File: config.mk
export PLATFORM = sky130hd
export DESIGN_NAME = hqg_mul
export DESIGN_NICKNAME = d
export VERILOG_FILES = /design/src/hqg_pkg.sv /design/src/hqg_mul.sv
export SDC_FILE = /design/constraint.sdc
export NUM_CORES = 2
export LEC_CHECK = 0
export ABC_AREA = 1
export BUFFER_PORTS_ARGS = -buffer_cell sky130_fd_sc_hd__buf_4
export CORE_AREA = 2 2 297 299
export CTS_BUF_LIST = sky130_fd_sc_hd__clkbuf_4
export CTS_CLUSTER_DIAMETER = 40
export DETAILED_ROUTE_END_ITERATION = 12
export DIE_AREA = 0 0 299 301
export PLACE_DENSITY_LB_ADDON = 0.1
export SLEW_MARGIN = 10
export SYNTH_ARGS = -nofsm -noshare
export SYNTH_HDL_FRONTEND = slang
export SYNTH_SLANG_ARGS = --single-unit
File: constraint.sdc
create_clock -name clock -period 7.84 [get_ports clock]
set_clock_uncertainty 0.15 [all_clocks]
set_input_delay 1.96 -clock clock [delete_from_list [all_inputs] [get_ports clock]]
set_output_delay 1.96 -clock clock [all_outputs]
set_load 0.02 [all_outputs]
File: src/hqg_pkg.sv
// hqg_pkg: shared types, constants and helper functions of the Hurwitz quaternion gcd unit
// no dependencies; used by hqg_mul, hqg_div, hurwitz_quaternion_gcd_unit and the testbench
package hqg_pkg;

   localparam int COORD_BITS    = 24;
   localparam int OUT_BITS      = 48;
   localparam int WORD_BITS     = 64;
   localparam int EUCLID_ROUNDS = 64;
   localparam int ROUND_BITS    = $clog2(EUCLID_ROUNDS + 1);

   localparam logic [1:0] OP_PRODUCT  = 2'd0;
   localparam logic [1:0] OP_QUOTIENT = 2'd1;
   localparam logic [1:0] OP_GCLD     = 2'd2;
   localparam logic [1:0] OP_INVALID  = 2'd3;

   typedef logic [WORD_BITS-1:0] word_type;
   typedef word_type [3:0] quat_type;

   typedef struct packed {
      logic [1:0]                   operation;
      logic signed [COORD_BITS-1:0] a_real;
      logic signed [COORD_BITS-1:0] a_i;
      logic signed [COORD_BITS-1:0] a_j;
      logic signed [COORD_BITS-1:0] a_k;
      logic signed [COORD_BITS-1:0] b_real;
      logic signed [COORD_BITS-1:0] b_i;
      logic signed [COORD_BITS-1:0] b_j;
      logic signed [COORD_BITS-1:0] b_k;
   } req_type;

   typedef struct packed {
      logic signed [OUT_BITS-1:0] res_real;
      logic signed [OUT_BITS-1:0] res_i;
      logic signed [OUT_BITS-1:0] res_j;
      logic signed [OUT_BITS-1:0] res_k;
      logic                       status;
   } rsp_type;

   typedef struct packed {
      logic     start;
      word_type a;
      word_type b;
   } mul_req_type;

   typedef struct packed {
      logic     done;
      word_type prod;
   } mul_rsp_type;

   typedef struct packed {
      logic     start;
      word_type num;
      word_type den;
   } div_req_type;

   typedef struct packed {
      logic     done;
      word_type quo;
      word_type rem;
   } div_rsp_type;

   typedef struct packed {
      logic [1:0] ai;
      logic [1:0] bi;
      logic [1:0] zi;
      logic       neg;
   } term_type;

   // terms of the quaternion product, one per multiply
   function automatic term_type prod_term(input logic [3:0] idx);
      term_type t;
      case (idx)
         4'd0:    t = '{ai: 2'd0, bi: 2'd0, zi: 2'd0, neg: 1'b0};
         4'd1:    t = '{ai: 2'd1, bi: 2'd1, zi: 2'd0, neg: 1'b1};
         4'd2:    t = '{ai: 2'd2, bi: 2'd2, zi: 2'd0, neg: 1'b1};
         4'd3:    t = '{ai: 2'd3, bi: 2'd3, zi: 2'd0, neg: 1'b1};
         4'd4:    t = '{ai: 2'd0, bi: 2'd1, zi: 2'd1, neg: 1'b0};
         4'd5:    t = '{ai: 2'd1, bi: 2'd0, zi: 2'd1, neg: 1'b0};
         4'd6:    t = '{ai: 2'd2, bi: 2'd3, zi: 2'd1, neg: 1'b0};
         4'd7:    t = '{ai: 2'd3, bi: 2'd2, zi: 2'd1, neg: 1'b1};
         4'd8:    t = '{ai: 2'd0, bi: 2'd2, zi: 2'd2, neg: 1'b0};
         4'd9:    t = '{ai: 2'd2, bi: 2'd0, zi: 2'd2, neg: 1'b0};
         4'd10:   t = '{ai: 2'd3, bi: 2'd1, zi: 2'd2, neg: 1'b0};
         4'd11:   t = '{ai: 2'd1, bi: 2'd3, zi: 2'd2, neg: 1'b1};
         4'd12:   t = '{ai: 2'd0, bi: 2'd3, zi: 2'd3, neg: 1'b0};
         4'd13:   t = '{ai: 2'd3, bi: 2'd0, zi: 2'd3, neg: 1'b0};
         4'd14:   t = '{ai: 2'd1, bi: 2'd2, zi: 2'd3, neg: 1'b0};
         4'd15:   t = '{ai: 2'd2, bi: 2'd1, zi: 2'd3, neg: 1'b1};
         default: t = '{ai: 2'd0, bi: 2'd0, zi: 2'd0, neg: 1'b0};
      endcase
      return t;
   endfunction

   // truncating halving and quartering
   function automatic word_type half_trunc(input word_type w);
      word_type t;
      t = w + {{(WORD_BITS-1){1'b0}}, w[WORD_BITS-1]};
      return {t[WORD_BITS-1], t[WORD_BITS-1:1]};
   endfunction

   function automatic word_type quarter_trunc(input word_type w);
      word_type t;
      t = w + {{(WORD_BITS-2){1'b0}}, {2{w[WORD_BITS-1]}}};
      return {{2{t[WORD_BITS-1]}}, t[WORD_BITS-1:2]};
   endfunction

   function automatic quat_type neg_quat(input quat_type x);
      quat_type z;
      for (int n = 0; n < 4; n++) z[n] = '0 - x[n];
      return z;
   endfunction

   // right multiply by the unit 1, i, j or k
   function automatic quat_type mul_unit(input quat_type x, input logic [1:0] u);
      quat_type z;
      case (u)
         2'd1:    z = {'0 - x[2], x[3], x[0], '0 - x[1]};
         2'd2:    z = {x[1], x[0], '0 - x[3], '0 - x[2]};
         2'd3:    z = {x[0], '0 - x[1], x[2], '0 - x[3]};
         default: z = x;
      endcase
      return z;
   endfunction

endpackage

File: src/hqg_mul.sv
// hqg_mul: shared 64 by 64 bit multiplier, low word kept, one 16-bit digit a cycle
// depends on hqg_pkg
module hqg_mul (
   input  logic                clock,
   input  logic                reset,
   input  hqg_pkg::mul_req_type req,
   output hqg_pkg::mul_rsp_type rsp
);
   import hqg_pkg::*;

   localparam int DIGIT_BITS = 16;
   localparam int STEPS      = WORD_BITS / DIGIT_BITS;
   localparam int CNT_BITS   = $clog2(STEPS);

   logic                          run_ff, run_in;
   logic                          done_ff, done_in;
   logic [CNT_BITS-1:0]           cnt_ff, cnt_in;
   word_type                      mc_ff, mc_in;
   word_type                      mp_ff, mp_in;
   word_type                      acc_ff, acc_in;
   logic [WORD_BITS+DIGIT_BITS-1:0] part;

   assign part = mc_ff * mp_ff[DIGIT_BITS-1:0];

   always_comb begin
      run_in  = run_ff;
      done_in = 1'b0;
      cnt_in  = cnt_ff;
      mc_in   = mc_ff;
      mp_in   = mp_ff;
      acc_in  = acc_ff;
      if (req.start) begin
         run_in = 1'b1;
         cnt_in = '0;
         mc_in  = req.a;
         mp_in  = req.b;
         acc_in = '0;
      end else if (run_ff) begin
         acc_in = acc_ff + part[WORD_BITS-1:0];
         mc_in  = mc_ff << DIGIT_BITS;
         mp_in  = mp_ff >> DIGIT_BITS;
         cnt_in = cnt_ff + 1'b1;
         if (cnt_ff == CNT_BITS'(STEPS - 1)) begin
            run_in  = 1'b0;
            done_in = 1'b1;
         end
      end
   end

   always_ff @(posedge clock) begin
      if (reset) begin
         run_ff  <= 1'b0;
         done_ff <= 1'b0;
         cnt_ff  <= '0;
      end else begin
         run_ff  <= run_in;
         done_ff <= done_in;
         cnt_ff  <= cnt_in;
      end
   end

   always_ff @(posedge clock) begin
      mc_ff  <= mc_in;
      mp_ff  <= mp_in;
      acc_ff <= acc_in;
   end

   assign rsp.done = done_ff;
   assign rsp.prod = acc_ff;

endmodule

==> reports/results.txt <==
clk buf depth = 2
syn_area_per_cell = 7.67 µm²
Ports = 196
initial antenna violation count = 3
Num CTS Buffers = 17
pin slew with the least headroom to its limit = 1200 ps
Iteration-0 DRC Markers = 1,942
final core utilization = 48.1%
number of synthesized register bits = 196
CP peak stage delay = 1200 ps
worst r2r src = mp_ff[1]
ratio of cells with drive above 1 in the final layout = 7.16%
top-area cell type share of the netlist area = 42.1%
largest net degree at the start of global routing = 86
CP endpoint kind = register
Skew-Pair Late Insertion Delay = 860 ps
CTS tree = built
fin. max-slew vios = 0
DIE HEIGHT = 301 µm
Synthesized Nets = 6,093
CTS H-tree lvls = 4
Port Buf Inserts = 195
Fin Setup TNS = 0 ps
CTS Hold Buffers Added = 0
critical path class = register to register
Die W = 299 µm
met2 GRT Util = 48.1%
met1 Usage GRT = 37.9%
Total Routing Usage GR = 28.2%
Mapped Cells = 5,047
GR Overflow Total = 0
post-DP HPWL = 96,400 µm
Critical Path Start = mp_ff[1]
drt wl/cell = 19.4 µm
Synthesis Warnings = 0
Mapped Area = 38,700 µm²
CP max FO = 12
post-synthesis cell type count = 56
number of global-route vias before repair = 33,500
synth top area cells = fa_1 (42%), inv_1 (15%), nand2_1 (14%), edfxtp_1 (9.9%), dfxtp_1 (3.5%)
ANT nets after route = 0
filler cell count = 8,873
CP dominant cell by count = inv_1
post-synthesis async set-or-reset flop share = 0%
CTS resizes = 0
Max stage delay cell, worst path = edfxtp_1
cell taking the most area after synthesis = fa_1
routed vias = 30,800
# setup viols final = 0
f_max = 0.133 GHz
register area share after synthesis = 13.5%
row count = 108
CTS clock-pin slew for the worst setup and hold paths = 230 ps
postcts setup bufs = 0
delay-heaviest family, CP = adder cells
Req. time, crit path = 8460 ps
top_reg_cell synth = edfxtp_1
synth-to-layout area growth = 7.50%
Post-synth EDFFs = 128
max_cap viols = 0
clock tree sinks = 196
Worst Hold Class = register to register
Final #Nets = 6,118
Tmin final = 7520 ps
die area = 90,000 µm²
HP Start = cnt_ff[1]
first-pass GRT wire length = 193,000 µm
slew margin rel. = 19.8%
routed vias/inst = 4.92
RSZ-0062 raised after global routing = no
Initial Util = 44.7%
final worst-path cycle share = 96.0%
layer with the highest usage = met2
GP Congestion = 1.00
outcome = finished, final reports clean
CP arrival = 8150 ps
CTS root buf = clkbuf_4
Final Hold Vio Count = 0
Routed WL = 121,000 µm
Buf/Inv on CP = 10
Core Region = 86,500 µm²
met3 usage = 4.18%
DR DRC count = 0
Worst setup SP type = register
DRT Pass-1 Iters = 6
==> per-stage QoR <==
stage / hold WS (ps) / std cells / instance area (µm²) / setup WS, ps
after global placement: 309 / 6208 / 41300 / 398
after detailed placement: 312 / 6208 / 41300 / 493
final: 341 / 6244 / 41600 / 316
after CTS: 339 / 6240 / 41600 / 451
after floorplan: 290 / 5047 / 38700 / 1570
after global routing: 378 / 6243 / 41600 / 37.2
==> state kept, by name (all words and copies together) (netlist names) <==
name	cells
acc_ff	64
cnt_ff	2
done_ff	1
mc_ff	64
mp_ff	64
run_ff	1
==> routing by layer <==
layer	part of all wire (%)	up-vias
met5	0	-
met4	2.1	0
met3	6.0	123
met2	48	941
met1	43	15500
li1	-	14200
==> layout by cell type, fill, tap and decap left out, types with 10 or more instances in the layout <==
cell / netlist / final
clkbuf_4: 0 / 17
nand2_1: 1491 / 1490
nand2_2: 12 / 13
o21bai_1: 11 / 11
nor2_2: 20 / 20
xnor2_1: 10 / 10
o21ai_1: 21 / 21
dfxtp_1: 68 / 67
inv_1: 1534 / 1533
edfxtp_1: 128 / 128
ha_1: 101 / 101
o21ai_0: 101 / 101
fa_1: 814 / 814
nor2_1: 155 / 155
a21oi_1: 94 / 94
buf_12: 0 / 13
xor2_1: 17 / 17
nand3_1: 96 / 96
buf_4: 2 / 245
nand4_1: 21 / 21
o211ai_1: 12 / 12
==> worst register-to-register path: stages, from the launching register on <==
cell      delay [ps]
edfxtp_1        1200
buf_4            300
nand2_1           80
fa_1             560
inv_1             50
fa_1             520
inv_1             50
fa_1             500
inv_1             50
fa_1             520
fa_1             500
inv_1             50
fa_1             480
inv_1             40
ha_1             420
nand2_1          160
nor2_1           290
inv_1             80
nor2_1           110
inv_1            100
o21ai_0          580
a21oi_1          130
nand2_1          190
inv_1             60
nand2_1           70
nand3_1           70
nand2_1          100
inv_1             40
==> synthesized netlist by cell type, types with 7 or more instances <==
cell / instances
o211ai_1: 12
fa_1: 814
o21ai_0: 101
xor2_1: 17
nand3_1: 96
edfxtp_1: 128
nor3_1: 9
buf_2: 12
clkbuf_1: 212
nor2_2: 20
nand4_1: 21
o21bai_1: 11
xnor2_1: 10
dfxtp_1: 68
inv_2: 8
ha_1: 101
inv_1: 1534
nand2_2: 12
a31oi_1: 7
nor2_1: 155
nand2_1: 1491
o21ai_1: 21
buf_1: 25
a21oi_1: 94
==> area by class of cell <==
class	instances	area [µm²]	share of cell area (%)
Timing Repair Buffer	259	2110	5.08
Multi-Input combinational cell	3055	26700	64.2
Inverter	1543	5800	13.9
Clock inverter	15	184	0.442
Clock buffer	17	128	0.307
Antenna cell	4	10.0	0.0241
Sequential cell	196	5210	12.5
Tap cell	1155	1450	3.47
==> worst paths after layout <==
kind | to | slack [ps] | cells past startpoint
worst min-delay path | cnt_ff[1] | 340 | 2
worst max-delay path | acc_ff[63] | 320 | 27
worst min register to register | cnt_ff[1] | 340 | 2
worst max register to register | acc_ff[63] | 320 | 27
==> cells by family after synthesis <==
kind of cell             count (synthesis)  synth area share, %
adder cells (fa/ha/maj)                915                 45.4
XOR/XNOR                                27                0.611
flip-flops                             196                 13.5
AND/OR/NAND/NOR                       1832                 18.9
buffers and inverters                 1796                 17.5
AO/OA/AOI/OAI                          281                 4.17
Power is left out: the tool's default activity adds up to more than one toggle a clock period on the data nets, which glitch-free logic cannot reach.
