<file path="src/hqg_pkg.sv">
// hqg_pkg: shared types, constants and helper functions of the Hurwitz quaternion gcd unit
// no dependencies; used by hqg_mul, hqg_div, hurwitz_quaternion_gcd_unit and the testbench
package hqg_pkg;

   localparam int COORD_BITS    = 24;
   localparam int OUT_BITS      = 48;
   localparam int WORD_BITS     = 64;
   localparam int EUCLID_ROUNDS = 64;
   localparam int ROUND_BITS    = $clog2(EUCLID_ROUNDS + 1);

   localparam logic [1:0] OP_PRODUCT  = 2'd0;
   localparam logic [1:0] OP_QUOTIENT = 2'd1;
   localparam logic [1:0] OP_GCLD     = 2'd2;
   localparam logic [1:0] OP_INVALID  = 2'd3;

   typedef logic [WORD_BITS-1:0] word_type;
   typedef word_type [3:0] quat_type;

   typedef struct packed {
      logic [1:0]                   operation;
      logic signed [COORD_BITS-1:0] a_real;
      logic signed [COORD_BITS-1:0] a_i;
      logic signed [COORD_BITS-1:0] a_j;
      logic signed [COORD_BITS-1:0] a_k;
      logic signed [COORD_BITS-1:0] b_real;
      logic signed [COORD_BITS-1:0] b_i;
      logic signed [COORD_BITS-1:0] b_j;
      logic signed [COORD_BITS-1:0] b_k;
   } req_type;

   typedef struct packed {
      logic signed [OUT_BITS-1:0] res_real;
      logic signed [OUT_BITS-1:0] res_i;
      logic signed [OUT_BITS-1:0] res_j;
      logic signed [OUT_BITS-1:0] res_k;
      logic                       status;
   } rsp_type;

   typedef struct packed {
      logic     start;
      word_type a;
      word_type b;
   } mul_req_type;

   typedef struct packed {
      logic     done;
      word_type prod;
   } mul_rsp_type;

   typedef struct packed {
      logic     start;
      word_type num;
      word_type den;
   } div_req_type;

   typedef struct packed {
      logic     done;
      word_type quo;
      word_type rem;
   } div_rsp_type;

   typedef struct packed {
      logic [1:0] ai;
      logic [1:0] bi;
      logic [1:0] zi;
      logic       neg;
   } term_type;

   // terms of the quaternion product, one per multiply
   function automatic term_type prod_term(input logic [3:0] idx);
      term_type t;
      case (idx)
         4'd0:    t = '{ai: 2'd0, bi: 2'd0, zi: 2'd0, neg: 1'b0};
         4'd1:    t = '{ai: 2'd1, bi: 2'd1, zi: 2'd0, neg: 1'b1};
         4'd2:    t = '{ai: 2'd2, bi: 2'd2, zi: 2'd0, neg: 1'b1};
         4'd3:    t = '{ai: 2'd3, bi: 2'd3, zi: 2'd0, neg: 1'b1};
         4'd4:    t = '{ai: 2'd0, bi: 2'd1, zi: 2'd1, neg: 1'b0};
         4'd5:    t = '{ai: 2'd1, bi: 2'd0, zi: 2'd1, neg: 1'b0};
         4'd6:    t = '{ai: 2'd2, bi: 2'd3, zi: 2'd1, neg: 1'b0};
         4'd7:    t = '{ai: 2'd3, bi: 2'd2, zi: 2'd1, neg: 1'b1};
         4'd8:    t = '{ai: 2'd0, bi: 2'd2, zi: 2'd2, neg: 1'b0};
         4'd9:    t = '{ai: 2'd2, bi: 2'd0, zi: 2'd2, neg: 1'b0};
         4'd10:   t = '{ai: 2'd3, bi: 2'd1, zi: 2'd2, neg: 1'b0};
         4'd11:   t = '{ai: 2'd1, bi: 2'd3, zi: 2'd2, neg: 1'b1};
         4'd12:   t = '{ai: 2'd0, bi: 2'd3, zi: 2'd3, neg: 1'b0};
         4'd13:   t = '{ai: 2'd3, bi: 2'd0, zi: 2'd3, neg: 1'b0};
         4'd14:   t = '{ai: 2'd1, bi: 2'd2, zi: 2'd3, neg: 1'b0};
         4'd15:   t = '{ai: 2'd2, bi: 2'd1, zi: 2'd3, neg: 1'b1};
         default: t = '{ai: 2'd0, bi: 2'd0, zi: 2'd0, neg: 1'b0};
      endcase
      return t;
   endfunction

   // truncating halving and quartering
   function automatic word_type half_trunc(input word_type w);
      word_type t;
      t = w + {{(WORD_BITS-1){1'b0}}, w[WORD_BITS-1]};
      return {t[WORD_BITS-1], t[WORD_BITS-1:1]};
   endfunction

   function automatic word_type quarter_trunc(input word_type w);
      word_type t;
      t = w + {{(WORD_BITS-2){1'b0}}, {2{w[WORD_BITS-1]}}};
      return {{2{t[WORD_BITS-1]}}, t[WORD_BITS-1:2]};
   endfunction

   function automatic quat_type neg_quat(input quat_type x);
      quat_type z;
      for (int n = 0; n < 4; n++) z[n] = '0 - x[n];
      return z;
   endfunction

   // right multiply by the unit 1, i, j or k
   function automatic quat_type mul_unit(input quat_type x, input logic [1:0] u);
      quat_type z;
      case (u)
         2'd1:    z = {'0 - x[2], x[3], x[0], '0 - x[1]};
         2'd2:    z = {x[1], x[0], '0 - x[3], '0 - x[2]};
         2'd3:    z = {x[0], '0 - x[1], x[2], '0 - x[3]};
         default: z = x;
      endcase
      return z;
   endfunction

endpackage

</file>
<file path="src/hqg_div.sv">
// hqg_div: shared signed 64-bit divider, radix 2 restoring, truncating toward zero
// depends on hqg_pkg
module hqg_div (
   input  logic                clock,
   input  logic                reset,
   input  hqg_pkg::div_req_type req,
   output hqg_pkg::div_rsp_type rsp
);
   import hqg_pkg::*;

   localparam int CNT_BITS = $clog2(WORD_BITS);

   logic                run_ff, run_in;
   logic                fin_ff, fin_in;
   logic                done_ff, done_in;
   logic [CNT_BITS-1:0] cnt_ff, cnt_in;
   logic [WORD_BITS:0]  r_ff, r_in;
   word_type            q_ff, q_in;
   word_type            d_ff, d_in;
   logic                sq_ff, sq_in;
   logic                sr_ff, sr_in;
   word_type            quo_ff, quo_in;
   word_type            rem_ff, rem_in;
   logic [WORD_BITS:0]  trial;
   logic                fits;

   assign trial = {r_ff[WORD_BITS-1:0], q_ff[WORD_BITS-1]};
   assign fits  = trial >= {1'b0, d_ff};

   always_comb begin
      run_in  = run_ff;
      fin_in  = 1'b0;
      done_in = 1'b0;
      cnt_in  = cnt_ff;
      r_in    = r_ff;
      q_in    = q_ff;
      d_in    = d_ff;
      sq_in   = sq_ff;
      sr_in   = sr_ff;
      quo_in  = quo_ff;
      rem_in  = rem_ff;
      if (req.start) begin
         run_in = 1'b1;
         cnt_in = '0;
         r_in   = '0;
         q_in   = req.num[WORD_BITS-1] ? '0 - req.num : req.num;
         d_in   = req.den[WORD_BITS-1] ? '0 - req.den : req.den;
         sq_in  = req.num[WORD_BITS-1] ^ req.den[WORD_BITS-1];
         sr_in  = req.num[WORD_BITS-1];
      end else if (run_ff) begin
         r_in   = fits ? trial - {1'b0, d_ff} : trial;
         q_in   = {q_ff[WORD_BITS-2:0], fits};
         cnt_in = cnt_ff + 1'b1;
         if (cnt_ff == CNT_BITS'(WORD_BITS - 1)) begin
            run_in = 1'b0;
            fin_in = 1'b1;
         end
      end else if (fin_ff) begin
         quo_in  = sq_ff ? '0 - q_ff : q_ff;
         rem_in  = sr_ff ? '0 - r_ff[WORD_BITS-1:0] : r_ff[WORD_BITS-1:0];
         done_in = 1'b1;
      end
   end

   always_ff @(posedge clock) begin
      if (reset) begin
         run_ff  <= 1'b0;
         fin_ff  <= 1'b0;
         done_ff <= 1'b0;
         cnt_ff  <= '0;
      end else begin
         run_ff  <= run_in;
         fin_ff  <= fin_in;
         done_ff <= done_in;
         cnt_ff  <= cnt_in;
      end
   end

   always_ff @(posedge clock) begin
      r_ff   <= r_in;
      q_ff   <= q_in;
      d_ff   <= d_in;
      sq_ff  <= sq_in;
      sr_ff  <= sr_in;
      quo_ff <= quo_in;
      rem_ff <= rem_in;
   end

   assign rsp.done = done_ff;
   assign rsp.quo  = quo_ff;
   assign rsp.rem  = rem_ff;

endmodule

</file>
<file path="config.mk">
export PLATFORM = sky130hd
export DESIGN_NAME = hqg_div
export DESIGN_NICKNAME = d
export VERILOG_FILES = /design/src/hqg_pkg.sv /design/src/hqg_div.sv
export SDC_FILE = /design/constraint.sdc
export NUM_CORES = 1
export LEC_CHECK = 0
export BUFFER_PORTS_ARGS = -buffer_cell sky130_fd_sc_hd__buf_2
export CAP_MARGIN = 20
export CORE_UTILIZATION = 64
export CTS_CLUSTER_DIAMETER = 40
export DETAILED_ROUTE_END_ITERATION = 7
export MAX_ROUTING_LAYER = met4
export PLACE_DENSITY = 0.95
export SLEW_MARGIN = 20
export SYNTH_ARGS = -nofsm -noshare
export SYNTH_HDL_FRONTEND = slang
export SYNTH_SLANG_ARGS = --single-unit
export TNS_END_PERCENT = 1
</file>
<file path="constraint.sdc">
create_clock -name clock -period 13.5 [get_ports clock]
set_input_delay 2.025 -clock clock [delete_from_list [all_inputs] [get_ports clock]]
set_output_delay 2.025 -clock clock [all_outputs]
set_load 0.005 [all_outputs]
</file>
==> run summary, run 1 <==
Vias in the first global route: 17630
Pin count of the biggest net entering global routing: 80
Max clock buf depth: 3
Initial Utilization: 0.6562
Post-synthesis sequential area ratio: 0.4402
Postcts setup bufs: 0
Outcome: stopped before the end
Yosys warnings: 0
HPWL after DPL: 43810 um
GRT Util Overall: 0.3661
Hold buffers post-CTS: 0
Top FF cell, synth: edfxtp_1
Top cell type's share of synthesized area: 0.3703
Syn Area/Cell: 9.386 um^2
Placed Area: 22450 um^2
Clock sinks: 331
Row Count: 65
H-tree lvl count: 2
Initial antenna violation count: 1
I/O pin count: 260
Yosys reg bits: 331
Gr ovfl total: 0
Stop err: [ERROR DRT-0255] Maze Route cannot find path of net req[91] in worker of routeBox ( 144900 0 ) ( 182800 48300 ).
Setup WS pre-CTS: 7.214 ns
Area leader, netlist: edfxtp_1
CTS root buf: clkbuf_16
Resized Gates After CTS: 0
First-pass GRT wire length: 93730 um
Synth top cells by count: 258 x edfxtp_1, 222 x nand2_1, 215 x xnor2_1
Syn Nets: 2430
CTS Buf Count: 41
Synth Cell Area: 20920 um^2
DIE HEIGHT: 182.8 um
Die Width: 182.8 um
Synthesized netlist cell count: 2229
Global placement routability congestion: 1.013
Port bufs: 259
Post-synth EDFFs: 258
Failing step: 5_2_route
Fraction of registers with async set/reset: 0
Netlist cell types: 70
Ranking of synthesized cells by area: edfxtp_1 37%, xnor2_1 9.0%, dfxtp_1 7.0%
Top-count cell post-synth: edfxtp_1
layer usage:
metal  GRT usage
met1      0.4682
met2      0.5869
met3     0.05957
met4      0.1407
met5           -
cells by family after synthesis:
kind of cell / synth area share
flops: 0.4402
xor+xnor: 0.1248
simple gates: 0.1651
mux: 0.006519
compound gates: 0.1831
buf+inv: 0.03822
fa+ha+maj: 0.04222
per-stage QoR:
stage	instances	utilization
2_1_floorplan	2229	-
5_1_grt	2899	0.7471
3_3_place_gp	2823	0.7041
3_5_place_dp	2823	0.7041
4_1_cts	2898	0.7470
==> run 2, diff against run 1 <==
--- a/config.mk
+++ b/config.mk
@@ -7,11 +7,9 @@
 export LEC_CHECK = 0
 export BUFFER_PORTS_ARGS = -buffer_cell sky130_fd_sc_hd__buf_2
 export CAP_MARGIN = 20
-export CORE_UTILIZATION = 64
-export CTS_CLUSTER_DIAMETER = 40
+export CORE_UTILIZATION = 40
 export DETAILED_ROUTE_END_ITERATION = 7
-export MAX_ROUTING_LAYER = met4
-export PLACE_DENSITY = 0.95
+export PLACE_DENSITY_LB_ADDON = 0.15
 export SLEW_MARGIN = 20
 export SYNTH_ARGS = -nofsm -noshare
 export SYNTH_HDL_FRONTEND = slang
==> run summary, run 2 <==
CTS tree: yes
Post-synth EDFFs: 258
Worst min path class: register to register
Post-synthesis sequential area ratio: 0.4402
Net count, final: 2631
Type of origin of the critical path: input port
Port bufs: 259
Worst-Skew Late Latency: 0.56 ns
Clock power share: 0.356
Row Count: 83
Fraction of registers with async set/reset: 0
# fillers: 4985
RSZ-0062 raised after global routing: no
NetSw: 0.0007973 W
Final hold vios: 0
Fmax: 0.1757 GHz
CP peak stage delay: 0.65 ns
Max IR drop VDD: 79.98 uV
Part of the power in registers: 0.448
H-tree lvl count: 2
CP Data Arrival Time: 5.97 ns
CTS root buf: clkbuf_16
Post-placement cell count: 3070
HPWL after DPL: 45360 um
Final max-slew violation count: 0
Leakage: 8.971 nW
Comb pwr share: 0.196
Ranking of synthesized cells by area: edfxtp_1 37%, xnor2_1 9.0%, dfxtp_1 7.0%
Critical Path Slowest Stage Cell: or4_1
Switching share of power: 0.2887
Yosys warnings: 0
Overall power: 0.002761 W
Outcome: completed
Gr ovfl total: 0
Setup violators final: 0
First-pass GRT wire length: 91450 um
CP Capture Type: register
Core area: 51510 um^2
DRC: 0
Setup WS pre-CTS: 7.218 ns
DIE HEIGHT: 230.7 um
GRT Util Overall: 0.2177
Pwr Density: 115.3 nW/um^2
Fin crit period: 5.693 ns
Worst Setup Path Type: input port to register
Initial Utilization: 0.4062
Clock sinks: 331
FF+latch area: 9210 um^2
Most frequent cells in the layout: 258 x edfxtp_1, 257 x buf_2, 222 x nand2_1
Die Width: 230.7 um
CTS clock-pin slew for the worst setup and hold paths: 0.05 ns
Max clock buf depth: 3
DR WL/cell: 18.90 um
Netlist cell types: 70
Area grow syn2layout: 14.53%
Antenna-violating nets left: 0
Routed vias/inst: 5.512
Commonest non-fill, non-tap cell in the layout: edfxtp_1
Fraction of layout cells with a size suffix above 1: 0.1501
Synth top cells by count: 258 x edfxtp_1, 222 x nand2_1, 215 x xnor2_1
CTS Buf Count: 38
Clk_skew: 0.01545 ns
Final clock period utilization by the worst path: 0.4217
N_diodes: 0
Hold buffers post-CTS: 0
Fin cells: 3138
Initial DRC Count: 1054
Pin count of the biggest net entering global routing: 85
Postcts setup bufs: 0
Yosys reg bits: 331
Synthesized netlist cell count: 2229
Cell Chain, Critical Path: buf_2 -> or4_1 -> nor4_2 -> nand3_1 -> or3_1 -> or4_1 -> or4_1 -> or3_1 -> o21ai_0 -> xor2_1 -> a21oi_1
CP bufs+invs: 1
Area leader, netlist: edfxtp_1
Cell family with most CP delay: simple AND/OR/NAND/NOR gates
Critical Path Fanout Max: 6
Critical Path RT: 13.78 ns
Fin worst setup slack: 7.807 ns
DRT Pass-1 Iters: 5
Top FF cell, synth: edfxtp_1
Tightest Pin Transition: 0.9384 ns
Top-count cell post-synth: edfxtp_1
Area of the multi-input gates: 10920 um^2
I/O pin count: 260
Max-Cap Viols: 0
Internal power: 0.001964 W
WL final: 59300 um
Syn Nets: 2430
Total number of vias: 17300
Global placement routability congestion: 0.9203
Initial antenna violation count: 0
Top cell type's share of synthesized area: 0.3703
Synth Cell Area: 20920 um^2
Final setup TNS: 0 ns
Most frequent cell on the critical path: or4_1
Resized Gates After CTS: 0
Syn Area/Cell: 9.386 um^2
Rel. slew slack: 0.3582
Die area: 53220 um^2
Vias in the first global route: 16360
run 2: cell type report:
| type | instances | share of cell area |
|---|---|---|
| clock buffer | 50 | 0.04345 |
| clock inverter | 18 | 0.005849 |
| inverter | 99 | 0.01551 |
| multi-input combinational | 1686 | 0.4559 |
| sequential | 331 | 0.3844 |
| tap | 680 | 0.03551 |
| timing repair buffer | 274 | 0.05943 |
run 2: worst register-to-register path: stages (launching register included):
cell	delay [ns]
dfxtp_1	0.42
ha_1	0.51
nand2_1	0.15
nor2_1	0.28
nand3_1	0.25
or4_1	0.67
o211ai_1	0.48
a21oi_1	0.23
nor2_4	0.14
buf_4	0.51
nand2_1	0.45
o32ai_1	0.37
a31o_2	0.13
run 2: metrics by stage:
| step | instance area [um^2] | hold slack [ns] | util |
|---|---|---|---|
| after floorplan | 20920 | 0.4541 | - |
| after global placement | 22770 | 0.4687 | 0.4421 |
| after detailed placement | 22770 | 0.4923 | 0.4421 |
| after CTS | 23950 | 0.5066 | 0.4650 |
| after global routing | 23960 | 0.5251 | 0.4652 |
| final | 23960 | 0.5045 | 0.4652 |
run 2: cells by family (layout without fill, tap and decap cells):
family | Yosys count | after routing | share of synthesized area
buffers and inverters | 212 | 441 | 0.03822
flip-flops | 331 | 331 | 0.4402
XOR/XNOR | 298 | 298 | 0.1248
AND/OR/NAND/NOR | 703 | 703 | 0.1651
AO/OA/AOI/OAI | 602 | 602 | 0.1831
multiplexers | 13 | 13 | 0.006519
adder cells (fa/ha/maj) | 70 | 70 | 0.04222
run 2: final timing paths:
kind,to,cells after the start,startpoint,slack (ns)
max,q_ff[61],11,req[76],7.81
min,quo_ff[0],0,q_ff[0],0.50
max reg2reg,r_ff[48],12,r_ff[54],8.86
min reg2reg,quo_ff[0],0,q_ff[0],0.50
run 2: power by group through the flow:
stage / combinational, W / sequential, W / clock (W)
3_3_place_gp: 0.000535 / 0.00126 / 0
3_5_place_dp: 0.000539 / 0.00126 / 0
5_1_grt: 0.000604 / 0.00124 / 0.00105
2_1_floorplan: 0.000394 / 0.00124 / 0
4_1_cts: 0.000541 / 0.00124 / 0.00101
6_report: 0.000542 / 0.00124 / 0.000982
run 2: metal layers:
metal / vias to the layer above / track usage / wire (um)
met5: - / 0 / 0
met1: 8204 / 0.3041 / 27950
li1: 8589 / - / -
met3: 75 / 0.03743 / 3279
met2: 428 / 0.3441 / 26520
met4: 0 / 0.06395 / 1546
No activity file was read; power rests on OpenSTA's default activity.
